### config.mk
export PLATFORM = sky130hd
export DESIGN_NAME = reno_congestion_window_control_unit
export DESIGN_NICKNAME = d
export VERILOG_FILES = /design/src/rtl/rcwc_pkg.sv /design/src/rtl/reno_congestion_window_control_unit.sv
export SDC_FILE = /design/constraint.sdc
export NUM_CORES = 2
export LEC_CHECK = 0
export BUFFER_PORTS_ARGS = -buffer_cell sky130_fd_sc_hd__buf_2
export CAP_MARGIN = 10
export CORE_MARGIN = 1
export CORE_UTILIZATION = 35
export CTS_BUF_LIST = sky130_fd_sc_hd__clkbuf_8
export DETAILED_ROUTE_END_ITERATION = 6
export GPL_TIMING_DRIVEN = 0
export PLACE_DENSITY_LB_ADDON = 0.05
export SYNTH_ARGS = -nofsm -noshare
export SYNTH_HDL_FRONTEND = slang
export SYNTH_SLANG_ARGS = --single-unit
export TNS_END_PERCENT = 5
### constraint.sdc
create_clock -name i_clk -period 15 [get_ports i_clk]
set_clock_uncertainty 0.2 [all_clocks]
set_input_delay 3 -clock i_clk [delete_from_list [all_inputs] [get_ports i_clk]]
set_output_delay 3 -clock i_clk [all_outputs]
set_load 0.05 [all_outputs]
### src/rtl/rcwc_pkg.sv
`default_nettype none

package rcwc_pkg;

    // field widths
    localparam int OP_W       = 2;
    localparam int SEQ_W      = 20;
    localparam int SEG_W      = 16;
    localparam int US_W       = 24;
    localparam int WEIGHT_W   = 8;
    localparam int CFG_IDX_W  = 3;
    localparam int CFG_DATA_W = 24;
    localparam int CNT_W      = 2;

    // shared multiplier geometry
    localparam int MUL_W  = 32;
    localparam int PROD_W = 2 * MUL_W;
    localparam int ACC_W  = 34;

    // floor(x / 10) = (x * RECIP_TEN) >> RECIP_SHIFT for any 32-bit x
    localparam logic [MUL_W-1:0] RECIP_TEN   = 32'hCCCC_CCCD;
    localparam int               RECIP_SHIFT = 35;
    localparam int               QUOT_W      = PROD_W - RECIP_SHIFT;
    localparam logic [MUL_W-1:0] TIMEOUT_MUL = 32'd13;

    // limits and reset values
    localparam logic [SEG_W-1:0]    SEG_MAX          = '1;
    localparam logic [SEG_W-1:0]    WINDOW_DEFAULT   = 16'd5;
    localparam logic [SEG_W-1:0]    THRESH_DEFAULT   = 16'd1024;
    localparam logic [WEIGHT_W-1:0] WEIGHT_DEFAULT   = 8'd102;
    localparam logic [US_W-1:0]     TMO_CAP_DEFAULT  = 24'd2000000;
    localparam logic [US_W-1:0]     TMO_INIT_DEFAULT = 24'd1000000;
    localparam logic [WEIGHT_W:0]   WEIGHT_ONE       = 9'd256;
    localparam logic [ACC_W-1:0]    ROUND_HALF       = 34'd128;
    localparam int                  SRTT_FRAC        = 8;
    localparam logic [CNT_W-1:0]    DUP_LIMIT        = 2'd3;
    localparam logic [CNT_W-1:0]    FRC_MAX          = 2'd3;
    localparam logic [CNT_W-1:0]    FRC_ALLOWED      = 2'd2;
    localparam logic [SEG_W-1:0]    FAST_INFLATE     = 16'd3;

    typedef enum logic [OP_W-1:0] {
        OP_SENT    = 2'd0,
        OP_ACK     = 2'd1,
        OP_TIMEOUT = 2'd2,
        OP_NONE    = 2'd3
    } t_op;

    typedef enum logic [CFG_IDX_W-1:0] {
        CFG_INITIAL_WINDOW    = 3'd0,
        CFG_INITIAL_THRESHOLD = 3'd1,
        CFG_SMOOTHING_WEIGHT  = 3'd2,
        CFG_TIMEOUT_CAP       = 3'd3,
        CFG_TIMEOUT_INITIAL   = 3'd4
    } t_cfg_idx;

    typedef enum logic [2:0] {
        ST_IDLE,
        ST_MUL_OLD,
        ST_MUL_NEW,
        ST_ADD,
        ST_MUL_13,
        ST_MUL_RECIP,
        ST_FINISH
    } t_state;

endpackage

`default_nettype wire

### src/rtl/reno_congestion_window_control_unit.sv
// Reno congestion window controller, sender side.
// Input channel (i_in_valid / o_in_stall) carries one event per beat: segment
// sent, ack received (with ack number and rtt sample) or retransmit timeout.
// Output channel (o_out_valid / i_out_stall) returns one result beat per event:
// window, threshold, retransmit request, send permission, current timeout and
// a fast retransmit flag.
// Window bookkeeping is settled in the accept cycle. The smoothed rtt and the
// timeout then go through one shared 32x32 multiplier under a small sequencer:
// two products and an add for the rtt filter, then a times-13 product and a
// reciprocal product for the divide by ten.
// The block takes a new event once the result register is loaded, so an
// event is finished before the next one is accepted.
// A stalled result is held in the output register; the sequencer waits in its
// last step until the register frees, and the input stays stalled meanwhile.
// Synchronous reset restores configuration, connection state, sequencer and
// result valid flag, window to 5 and threshold to 1024; writes to the initial
// window and threshold registers therefore never reach the window state.
`default_nettype none

module reno_congestion_window_control_unit (
    input  wire logic                              i_clk,
    input  wire logic                              i_rst_n,
    // configuration write port
    input  wire logic                              i_cfg_we,
    input  wire logic [rcwc_pkg::CFG_IDX_W-1:0]    i_cfg_index,
    input  wire logic [rcwc_pkg::CFG_DATA_W-1:0]   i_cfg_data,
    // event channel
    input  wire logic                              i_in_valid,
    output logic                                   o_in_stall,
    input  wire logic [rcwc_pkg::OP_W-1:0]         i_operation,
    input  wire logic [rcwc_pkg::SEQ_W-1:0]        i_ack_number,
    input  wire logic [rcwc_pkg::US_W-1:0]         i_rtt_sample_us,
    // result channel
    output logic                                   o_out_valid,
    input  wire logic                              i_out_stall,
    output logic [rcwc_pkg::SEG_W-1:0]             o_window,
    output logic [rcwc_pkg::SEG_W-1:0]             o_threshold,
    output logic                                   o_retransmit,
    output logic [rcwc_pkg::SEQ_W-1:0]             o_retransmit_seq,
    output logic                                   o_send_allowed,
    output logic [rcwc_pkg::US_W-1:0]              o_timeout_us,
    output logic                                   o_fast_recovery
);
    import rcwc_pkg::*;

    // configuration
    logic [WEIGHT_W-1:0] r_weight;
    logic [US_W-1:0]     r_tmo_cap;
    logic [US_W-1:0]     r_tmo_init;

    // connection state
    logic [SEG_W-1:0] r_cwnd, n_cwnd;
    logic [SEG_W-1:0] r_ssthresh, n_ssthresh;
    logic [SEG_W-1:0] r_in_flight, n_in_flight;
    logic [SEQ_W-1:0] r_last_ack, n_last_ack;
    logic [CNT_W-1:0] r_dup, n_dup;
    logic [CNT_W-1:0] r_frc, n_frc;
    logic [SEQ_W-1:0] r_lrs, n_lrs;
    logic [SEG_W-1:0] r_credit, n_credit;
    logic [US_W-1:0]  r_srtt;

    // per-event results held until the final step
    logic             r_retx, n_retx;
    logic [SEQ_W-1:0] r_retx_seq, n_retx_seq;
    logic             r_fast, n_fast;
    logic [US_W-1:0]  r_sample;

    // shared multiplier
    logic [MUL_W-1:0]  mul_a, mul_b;
    logic [PROD_W-1:0] r_prod;
    logic [ACC_W-1:0]  r_acc;
    logic [ACC_W-1:0]  srtt_sum;

    // sequencer
    t_state r_state, n_state;
    logic   in_accept;
    logic   load_out;

    // result register
    logic             r_out_valid;
    logic [SEG_W-1:0] r_o_window, r_o_threshold;
    logic             r_o_retx, r_o_send, r_o_fast;
    logic [SEQ_W-1:0] r_o_retx_seq;
    logic [US_W-1:0]  r_o_timeout;
    logic [US_W-1:0]  timeout_val;
    logic [QUOT_W-1:0] quot;

    assign in_accept = i_in_valid && (r_state == ST_IDLE);

    // configuration registers
    always_ff @(posedge i_clk) begin
        if (!i_rst_n) begin
            r_weight   <= WEIGHT_DEFAULT;
            r_tmo_cap  <= TMO_CAP_DEFAULT;
            r_tmo_init <= TMO_INIT_DEFAULT;
        end else if (i_cfg_we) begin
            unique case (t_cfg_idx'(i_cfg_index)) inside
                // start values only matter at reset, which also restores them
                CFG_INITIAL_WINDOW, CFG_INITIAL_THRESHOLD: ;
                CFG_SMOOTHING_WEIGHT: r_weight   <= i_cfg_data[WEIGHT_W-1:0];
                CFG_TIMEOUT_CAP:      r_tmo_cap  <= i_cfg_data[US_W-1:0];
                CFG_TIMEOUT_INITIAL:  r_tmo_init <= i_cfg_data[US_W-1:0];
                default: ;
            endcase
        end
    end

    // window, threshold and ack bookkeeping for the event at the input
    always_comb begin
        logic             do_grow;
        logic [CNT_W-1:0] dup_tmp;
        logic [SEG_W-1:0] need;
        logic [SEG_W-1:0] credit_inc;

        n_cwnd      = r_cwnd;
        n_ssthresh  = r_ssthresh;
        n_in_flight = r_in_flight;
        n_last_ack  = r_last_ack;
        n_dup       = r_dup;
        n_frc       = r_frc;
        n_lrs       = r_lrs;
        n_credit    = r_credit;
        n_retx      = 1'b0;
        n_retx_seq  = '0;
        n_fast      = 1'b0;
        do_grow     = 1'b0;
        dup_tmp     = r_dup;

        case (t_op'(i_operation))
            OP_SENT: begin
                if (r_in_flight != SEG_MAX) n_in_flight = r_in_flight + 1'b1;
            end
            OP_ACK: begin
                if (r_in_flight != '0) n_in_flight = r_in_flight - 1'b1;
                // consecutive duplicate count
                if (i_ack_number == r_last_ack) begin
                    if (r_dup < DUP_LIMIT) dup_tmp = r_dup + 1'b1;
                end else begin
                    dup_tmp = '0;
                end
                n_last_ack = i_ack_number;
                if (dup_tmp == DUP_LIMIT) begin
                    if ((i_ack_number != (r_lrs - 1'b1)) && (r_frc < FRC_MAX))
                        n_frc = r_frc + 1'b1;
                    n_dup = '0;
                    if (n_frc < FRC_ALLOWED) begin
                        // fast retransmit
                        n_ssthresh = {1'b0, r_cwnd[SEG_W-1:1]};
                        n_cwnd     = {1'b0, r_cwnd[SEG_W-1:1]} + FAST_INFLATE;
                        n_credit   = '0;
                        n_lrs      = i_ack_number + 1'b1;
                        n_retx     = 1'b1;
                        n_retx_seq = i_ack_number + 1'b1;
                        n_fast     = 1'b1;
                    end else begin
                        do_grow = 1'b1;
                    end
                end else begin
                    n_dup   = dup_tmp;
                    do_grow = 1'b1;
                end
            end
            OP_TIMEOUT: begin
                n_ssthresh = {1'b0, r_cwnd[SEG_W-1:1]};
                n_cwnd     = SEG_W'(1);
                n_credit   = '0;
                n_retx     = 1'b1;
                n_retx_seq = r_last_ack + 1'b1;
            end
            default: ;
        endcase

        // slow start or credit based congestion avoidance
        need       = (r_cwnd == '0) ? SEG_W'(1) : r_cwnd;
        credit_inc = (r_credit != SEG_MAX) ? r_credit + 1'b1 : r_credit;
        if (do_grow) begin
            if (r_cwnd < r_ssthresh) begin
                if (r_cwnd != SEG_MAX) n_cwnd = r_cwnd + 1'b1;
            end else if (credit_inc >= need) begin
                n_credit = '0;
                if (r_cwnd != SEG_MAX) n_cwnd = r_cwnd + 1'b1;
            end else begin
                n_credit = credit_inc;
            end
        end
    end

    // sequencer state register
    always_ff @(posedge i_clk) begin
        if (!i_rst_n) begin
            r_state <= ST_IDLE;
        end else begin
            r_state <= n_state;
        end
    end

    // next state and multiplier operand selection
    always_comb begin
        n_state  = r_state;
        load_out = 1'b0;
        mul_a    = '0;
        mul_b    = '0;
        unique case (r_state)
            ST_IDLE: begin
                if (i_in_valid) begin
                    n_state = (t_op'(i_operation) == OP_ACK) ? ST_MUL_OLD : ST_MUL_13;
                end
            end
            ST_MUL_OLD: begin
                mul_a   = MUL_W'(r_srtt);
                mul_b   = MUL_W'(r_weight);
                n_state = ST_MUL_NEW;
            end
            ST_MUL_NEW: begin
                mul_a   = MUL_W'(r_sample);
                mul_b   = MUL_W'(WEIGHT_ONE - {1'b0, r_weight});
                n_state = ST_ADD;
            end
            ST_ADD: begin
                n_state = ST_MUL_13;
            end
            ST_MUL_13: begin
                mul_a   = MUL_W'(r_srtt);
                mul_b   = TIMEOUT_MUL;
                n_state = ST_MUL_RECIP;
            end
            ST_MUL_RECIP: begin
                mul_a   = r_prod[MUL_W-1:0];
                mul_b   = RECIP_TEN;
                n_state = ST_FINISH;
            end
            ST_FINISH: begin
                if (!r_out_valid || !i_out_stall) begin
                    load_out = 1'b1;
                    n_state  = ST_IDLE;
                end
            end
            default: n_state = ST_IDLE;
        endcase
    end

    // connection state, updated when an event beat is accepted
    always_ff @(posedge i_clk) begin
        if (!i_rst_n) begin
            r_cwnd      <= WINDOW_DEFAULT;
            r_ssthresh  <= THRESH_DEFAULT;
            r_in_flight <= '0;
            r_last_ack  <= '0;
            r_dup       <= '0;
            r_frc       <= '0;
            r_lrs       <= '0;
            r_credit    <= '0;
            r_srtt      <= '0;
        end else begin
            if (in_accept) begin
                r_cwnd      <= n_cwnd;
                r_ssthresh  <= n_ssthresh;
                r_in_flight <= n_in_flight;
                r_last_ack  <= n_last_ack;
                r_dup       <= n_dup;
                r_frc       <= n_frc;
                r_lrs       <= n_lrs;
                r_credit    <= n_credit;
            end
            // rounded srtt filter result
            if (r_state == ST_ADD) r_srtt <= srtt_sum[SRTT_FRAC +: US_W];
        end
    end

    assign srtt_sum = r_acc + ACC_W'(r_prod[ACC_W-2:0]) + ROUND_HALF;

    // datapath registers around the shared multiplier
    always_ff @(posedge i_clk) begin
        if (in_accept) begin
            r_retx     <= n_retx;
            r_retx_seq <= n_retx_seq;
            r_fast     <= n_fast;
            r_sample   <= i_rtt_sample_us;
        end
        // the quotient product holds while the result waits to load
        if (r_state != ST_FINISH) r_prod <= mul_a * mul_b;
        if (r_state == ST_MUL_NEW) r_acc <= ACC_W'(r_prod[ACC_W-2:0]);
    end

    // timeout: floor(13 * srtt / 10), capped, or the initial value
    assign quot = r_prod[PROD_W-1:RECIP_SHIFT];
    always_comb begin
        if (r_srtt == '0) begin
            timeout_val = r_tmo_init;
        end else if (quot > QUOT_W'(r_tmo_cap)) begin
            timeout_val = r_tmo_cap;
        end else begin
            timeout_val = quot[US_W-1:0];
        end
    end

    // result register
    always_ff @(posedge i_clk) begin
        if (!i_rst_n) begin
            r_out_valid <= 1'b0;
        end else if (load_out) begin
            r_out_valid <= 1'b1;
        end else if (!i_out_stall) begin
            r_out_valid <= 1'b0;
        end
    end

    always_ff @(posedge i_clk) begin
        if (load_out) begin
            r_o_window    <= r_cwnd;
            r_o_threshold <= r_ssthresh;
            r_o_retx      <= r_retx;
            r_o_retx_seq  <= r_retx_seq;
            r_o_send      <= (r_in_flight < r_cwnd);
            r_o_timeout   <= timeout_val;
            r_o_fast      <= r_fast;
        end
    end

    assign o_in_stall       = (r_state != ST_IDLE);
    assign o_out_valid      = r_out_valid;
    assign o_window         = r_o_window;
    assign o_threshold      = r_o_threshold;
    assign o_retransmit     = r_o_retx;
    assign o_retransmit_seq = r_o_retx_seq;
    assign o_send_allowed   = r_o_send;
    assign o_timeout_us     = r_o_timeout;
    assign o_fast_recovery  = r_o_fast;

endmodule

`default_nettype wire

Yosys cells after proc, flatten, opt, wreduce, memory -nomap -nowiden

Index checks and enable logic that the tools add are counted.

Output and inout port bits: 81
Register bits after elaboration: 413

$mul: 1
$lt $le $gt $ge: 7
Equal/unequal tests: 25
Add/subtract/negate cells: 13
Muxes and demuxes: 49
Reduce and logical (&&, ||, !) cells: 23

Operators with widths:

| kind                                               | number |
|---|---|
| 2-to-1 mux 16 bit                                  | 17 |
| case mux 16 bit (2 select lines)                   | 4 |
| case mux 32 bit (4 select lines)                   | 1 |
| case mux 32 bit (3 select lines)                   | 1 |
| multiplier 32 x 32 -> 64 bit                       | 1 |
| adder 16 x 1 -> 16 bit, second input constant      | 3 |
| 2-to-1 mux 24 bit                                  | 2 |
| != test 16 bit, second input constant              | 3 |
| adder 20 x 1 -> 20 bit, second input constant      | 2 |
| 2-to-1 mux 20 bit                                  | 2 |
| case mux 20 bit (2 select lines)                   | 1 |
| adder 32 bit                                       | 1 |
| adder 32 x 8 -> 32 bit, second input constant      | 1 |
| < comparator 16 bit                                | 2 |
| greater-than comparator 29 x 24 -> 1 bit           | 1 |
| logical NOT 24 bit                                 | 1 |
| case mux 3 bit (7 select lines)                    | 1 |
| equality test 20 bit                               | 1 |
| != test 20 bit                                     | 1 |
| subtractor 20 x 1 -> 20 bit, second input constant | 1 |
| adder 15 x 2 -> 16 bit, second input constant      | 1 |
| greater-or-equal comparator 16 bit                 | 1 |
| logical NOT 16 bit                                 | 1 |
| nonzero test 16 bit                                | 1 |
| other kinds (27)                                   | 67 |

Longest topological paths before layout

Word-level depth: 15
Mapped depth: 36
Gate-level depth less buffers: 35

Least setup slack after synthesis

No wires, ideal clock.

Path type: reg2reg
Start point: register r_state[2]
End point: register r_prod[62] (data pin)
Required time: 14.534 ns
Setup time: 0.266 ns
Slack: 5.536 ns
Arrival: 8.998 ns
Stages on the path, launching flop included: 29
Cells stage by stage: dfxtp_1 > clkbuf_1 > nand2b_1 > inv_1 > clkbuf_1 > buf_1 > a21oi_1 > nor2_1 > fa_1 > fa_1 > fa_1 > inv_1 > fa_1 > inv_1 > fa_1 > fa_1 > fa_1 > fa_1 > ha_1 > a21o_1 > a21o_1 > a21o_1 > or4_1 > o21bai_1 > o21ai_0 > a211o_1 > nand3_1 > o221ai_1 > xor2_1

Longest elaborated chain between the ends: 4
Elaborated cells between the ends (all ways): 8
Those cells by class: mul: 1; eq/ne: 4; mux: 2; reduce/logical: 1

RTL lines:

| item                                                                       | line                                       | source |
|---|---|---|
| from (decl)                                                                | reno_congestion_window_control_unit.sv:75  | `t_state r_state, n_state;` |
| from (signal assigned)                                                     | reno_congestion_window_control_unit.sv:193 | `r_state <= n_state;` |
| equality test 3 bit / equality test 3 x 1 -> 1 bit (equally long branches) | reno_congestion_window_control_unit.sv:203 | `unique case (r_state)` |
| OR reduction 2 bit (no line)                                               | n/a                                        |  |
| case mux 32 bit (3 select lines)                                           | reno_congestion_window_control_unit.sv:203 |  |
| multiplier 32 x 32 -> 64 bit (*)                                           | reno_congestion_window_control_unit.sv:281 | `if (r_state != ST_FINISH) r_prod <= mul_a * mul_b;` |
| to (signal assigned)                                                       | reno_congestion_window_control_unit.sv:281 |  |
| to (decl)                                                                  | reno_congestion_window_control_unit.sv:70  | `logic [PROD_W-1:0] r_prod;` |

Every way passes the cells marked *; elsewhere a longest branch is shown, timed or not.
A chain may end at the register's enable or synchronous reset.

Worst setup path after layout

Start point: register r_state[2]
End point: register r_prod[60] (data pin)

The elaborated chain is that of the path after synthesis.

==> impl_metrics.json <==
{
  "outcome": "finished, final reports clean",
  "hp-class": "reg -> reg",
  "irDropWorstVdd_v": 0.0000533,
  "period_share_pct": 73.8,
  "die-area_mm2": 0.127,
  "path_class": "reg -> reg",
  "core_mm2": 0.124,
  "setup_violations": 0,
  "slowest_stage": "a211oi_2",
  "detail-route-antenna-nets": 0,
  "die_h_um": 357,
  "required_ns": 15.26,
  "crit_path_max_fanout": 10,
  "async_reset_ff_share_pct": 0,
  "drc": 0,
  "grt_pass1_vias": 34300,
  "antenna_found_initial": 13,
  "grt_max_degree": 56,
  "synth_ff_type": "edfxtp_1",
  "cts_buffers": 71,
  "core.rowCount": 129,
  "min_from": "r_retx_seq[4]",
  "syn_inst": 4551,
  "dieWidth_um": 357,
  "yosysTopAreaCell": "fa_1",
  "drt_iter0_drc": 1953,
  "cp-end-kind": "flip-flop",
  "ys_seq_area_share_pct": 23.5,
  "drive_above_1_share_pct": 6.80,
  "ff2ff_setup_slack_ns": 3.93,
  "synth.yosys.warnings": 0,
  "power_density_mw_per_mm2": 81.0,
  "place_congestion": 0.897,
  "cts_setup_buffers": 0,
  "firstDrtPassIters": 5,
  "fmaxAchievable_mhz": 90.3,
  "worstMarginPinSlew_ns": 1.35,
  "syn_area_per_cell_um2": 9.68,
  "layout_commonest_cell": "inv_1",
  "synth.ff_latch_count": 408,
  "startpoint": "r_state[2]",
  "via_per_inst": 5.05,
  "io_pins": 159,
  "clock_latency_ns": 0.74,
  "portBuffers": 142,
  "wl_per_cell_um": 21.9,
  "synth_edf_count": 217,
  "timing.rr.start": "r_state[2]",
  "p_leak_nw": 23.4,
  "cts_resized": 0,
  "cts_hold_buf": 0,
  "cts.sinks": 408,
  "finalCriticalPeriod_ns": 11.07,
  "grt_use_total_pct": 22.8,
  "arrival_ns": 11.33,
  "grt_overflow": 0,
  "netlist_top_cells_area": "fa_1 (25%), ha_1 (16%), edfxtp_1 (15%)",
  "grt_pass1_wl_um": 218000,
  "fin_tns_setup_ns": 0,
  "timing.hold.ws_ns": 0.217,
  "drv_cap": 0,
  "vias": 32800,
  "area_delta_synth_final_pct": 10.2,
  "slew_violations": 0,
  "synth_top_area_share_pct": 24.8,
  "htreeDepth": 3,
  "cts_tree": "built",
  "dpl.hpwl_um": 119000,
  "clk_path_buf_depth": 3,
  "slew_headroom_pct": 9.78,
  "layout_common_cells": "inv_1 (821), ha_1 (550), fa_1 (546)",
  "synthesis.area_mm2": 0.0441,
  "root_buffer": "clkbuf_8",
  "critPathMaxStageDelay_ns": 0.80,
  "yosys.cell_types.count": 91,
  "hold_violations": 0,
  "start_util_pct": 35.5,
  "clk_pin_slew_worst_paths_ns": 0.06,
  "cp-start-kind": "flip-flop",
  "fin_nets": 5981,
  "path_common_cell": "fa_1",
  "rsz0062_at_grt": "no",
  "routed_wirelength_um": 142000
}
==> registers in the layout, indices dropped and copies added (netlist names), 2 cells and up <==
signal / flops
r_last_ack: 20
r_retx_seq: 20
r_state: 3
r_cwnd: 16
o_retransmit_seq: 20
r_tmo_init: 24
r_tmo_cap: 24
r_dup: 2
o_threshold: 15
r_acc: 32
r_in_flight: 16
r_weight: 8
r_prod: 61
r_srtt: 24
r_ssthresh: 15
r_lrs: 20
o_window: 16
r_frc: 2
r_sample: 24
o_timeout_us: 24
r_credit: 16
==> worst paths after layout <==
kind | depth (start not counted) | end
min reg2reg | 0 | o_retransmit_seq[4]
max | 30 | r_prod[60]
min | 0 | o_retransmit_seq[4]
max reg2reg | 30 | r_prod[60]
==> final cells by class <==
cell class | instances | area, um^2
antenna | 3 | 7.51
clock buffer | 78 | 1070
timing repair buffer | 150 | 848
sequential | 408 | 10300
fill | 12700 | 75700
clock inverter | 53 | 348
buffer | 170 | 703
tap | 1637 | 2050
inverter | 797 | 2990
multi-input combinational | 3209 | 30200
==> critical path: cells and delay by family (launching register included) <==
family	cells	cell delay, ns
AO/OA/AOI/OAI	8	3.02
buffers and inverters	7	1.96
flip-flops	1	0.32
XOR/XNOR	1	0.09
adder cells (fa/ha/maj)	9	4.41
AND/OR/NAND/NOR	5	0.78
==> routing by layer <==
layer | track usage, % | vias up | share of wire, %
li1 | - | 15700 | -
met1 | 32.4 | 16300 | 48
met2 | 37.1 | 679 | 46
met3 | 2.20 | 161 | 3.6
met4 | 5.68 | 4 | 2.2
met5 | 0 | - | 0.018
==> synthesized netlist by cell type, types with 88 or more instances <==
| cell type | number |
|---|---|
| xnor2_1 | 96 |
| nand3_1 | 97 |
| clkbuf_1 | 138 |
| edfxtp_1 | 217 |
| nor2_1 | 337 |
| o21ai_0 | 88 |
| fa_1 | 546 |
| xor2_1 | 91 |
| inv_1 | 794 |
| dfxtp_1 | 191 |
| nand2_1 | 335 |
| a21oi_1 | 222 |
| ha_1 | 550 |
==> per-stage QoR <==
step	setup WS, ns	std cells	util [%]	power, mW	instance area (um^2)
floorplan	5.54	4584	-	2.37	44200
global route	3.49	6503	39.1	4.20	48500
global placement	2.58	6363	37.8	2.89	46900
detailed placement	4.04	6370	37.9	2.88	47100
CTS	3.98	6501	39.1	3.98	48500
finish	3.93	6505	39.1	3.93	48500
==> cells by family (layout without fill, tap and decap cells) <==
group	after synthesis	after routing	synth area share, %
AO/OA/AOI/OAI	686	686	10.3
XOR/XNOR	187	187	3.72
adder cells (fa/ha/maj)	1096	1096	40.4
buffers and inverters	967	1248	8.37
flip-flops	408	408	23.5
multiplexers	32	32	0.744
other	2	38	0.0170
AND/OR/NAND/NOR	1173	1173	12.9
==> where the power goes <==
| group | leakage [nW] | internal, mW | switching [mW] |
|---|---|---|---|
| clock | 0.818 | 0.551 | 0.516 |
| combinational | 18.8 | 0.533 | 0.953 |
| sequential | 3.73 | 1.30 | 0.0840 |
| total | 23.4 | 2.38 | 1.55 |
No activity file was read; power rests on OpenSTA's default activity.
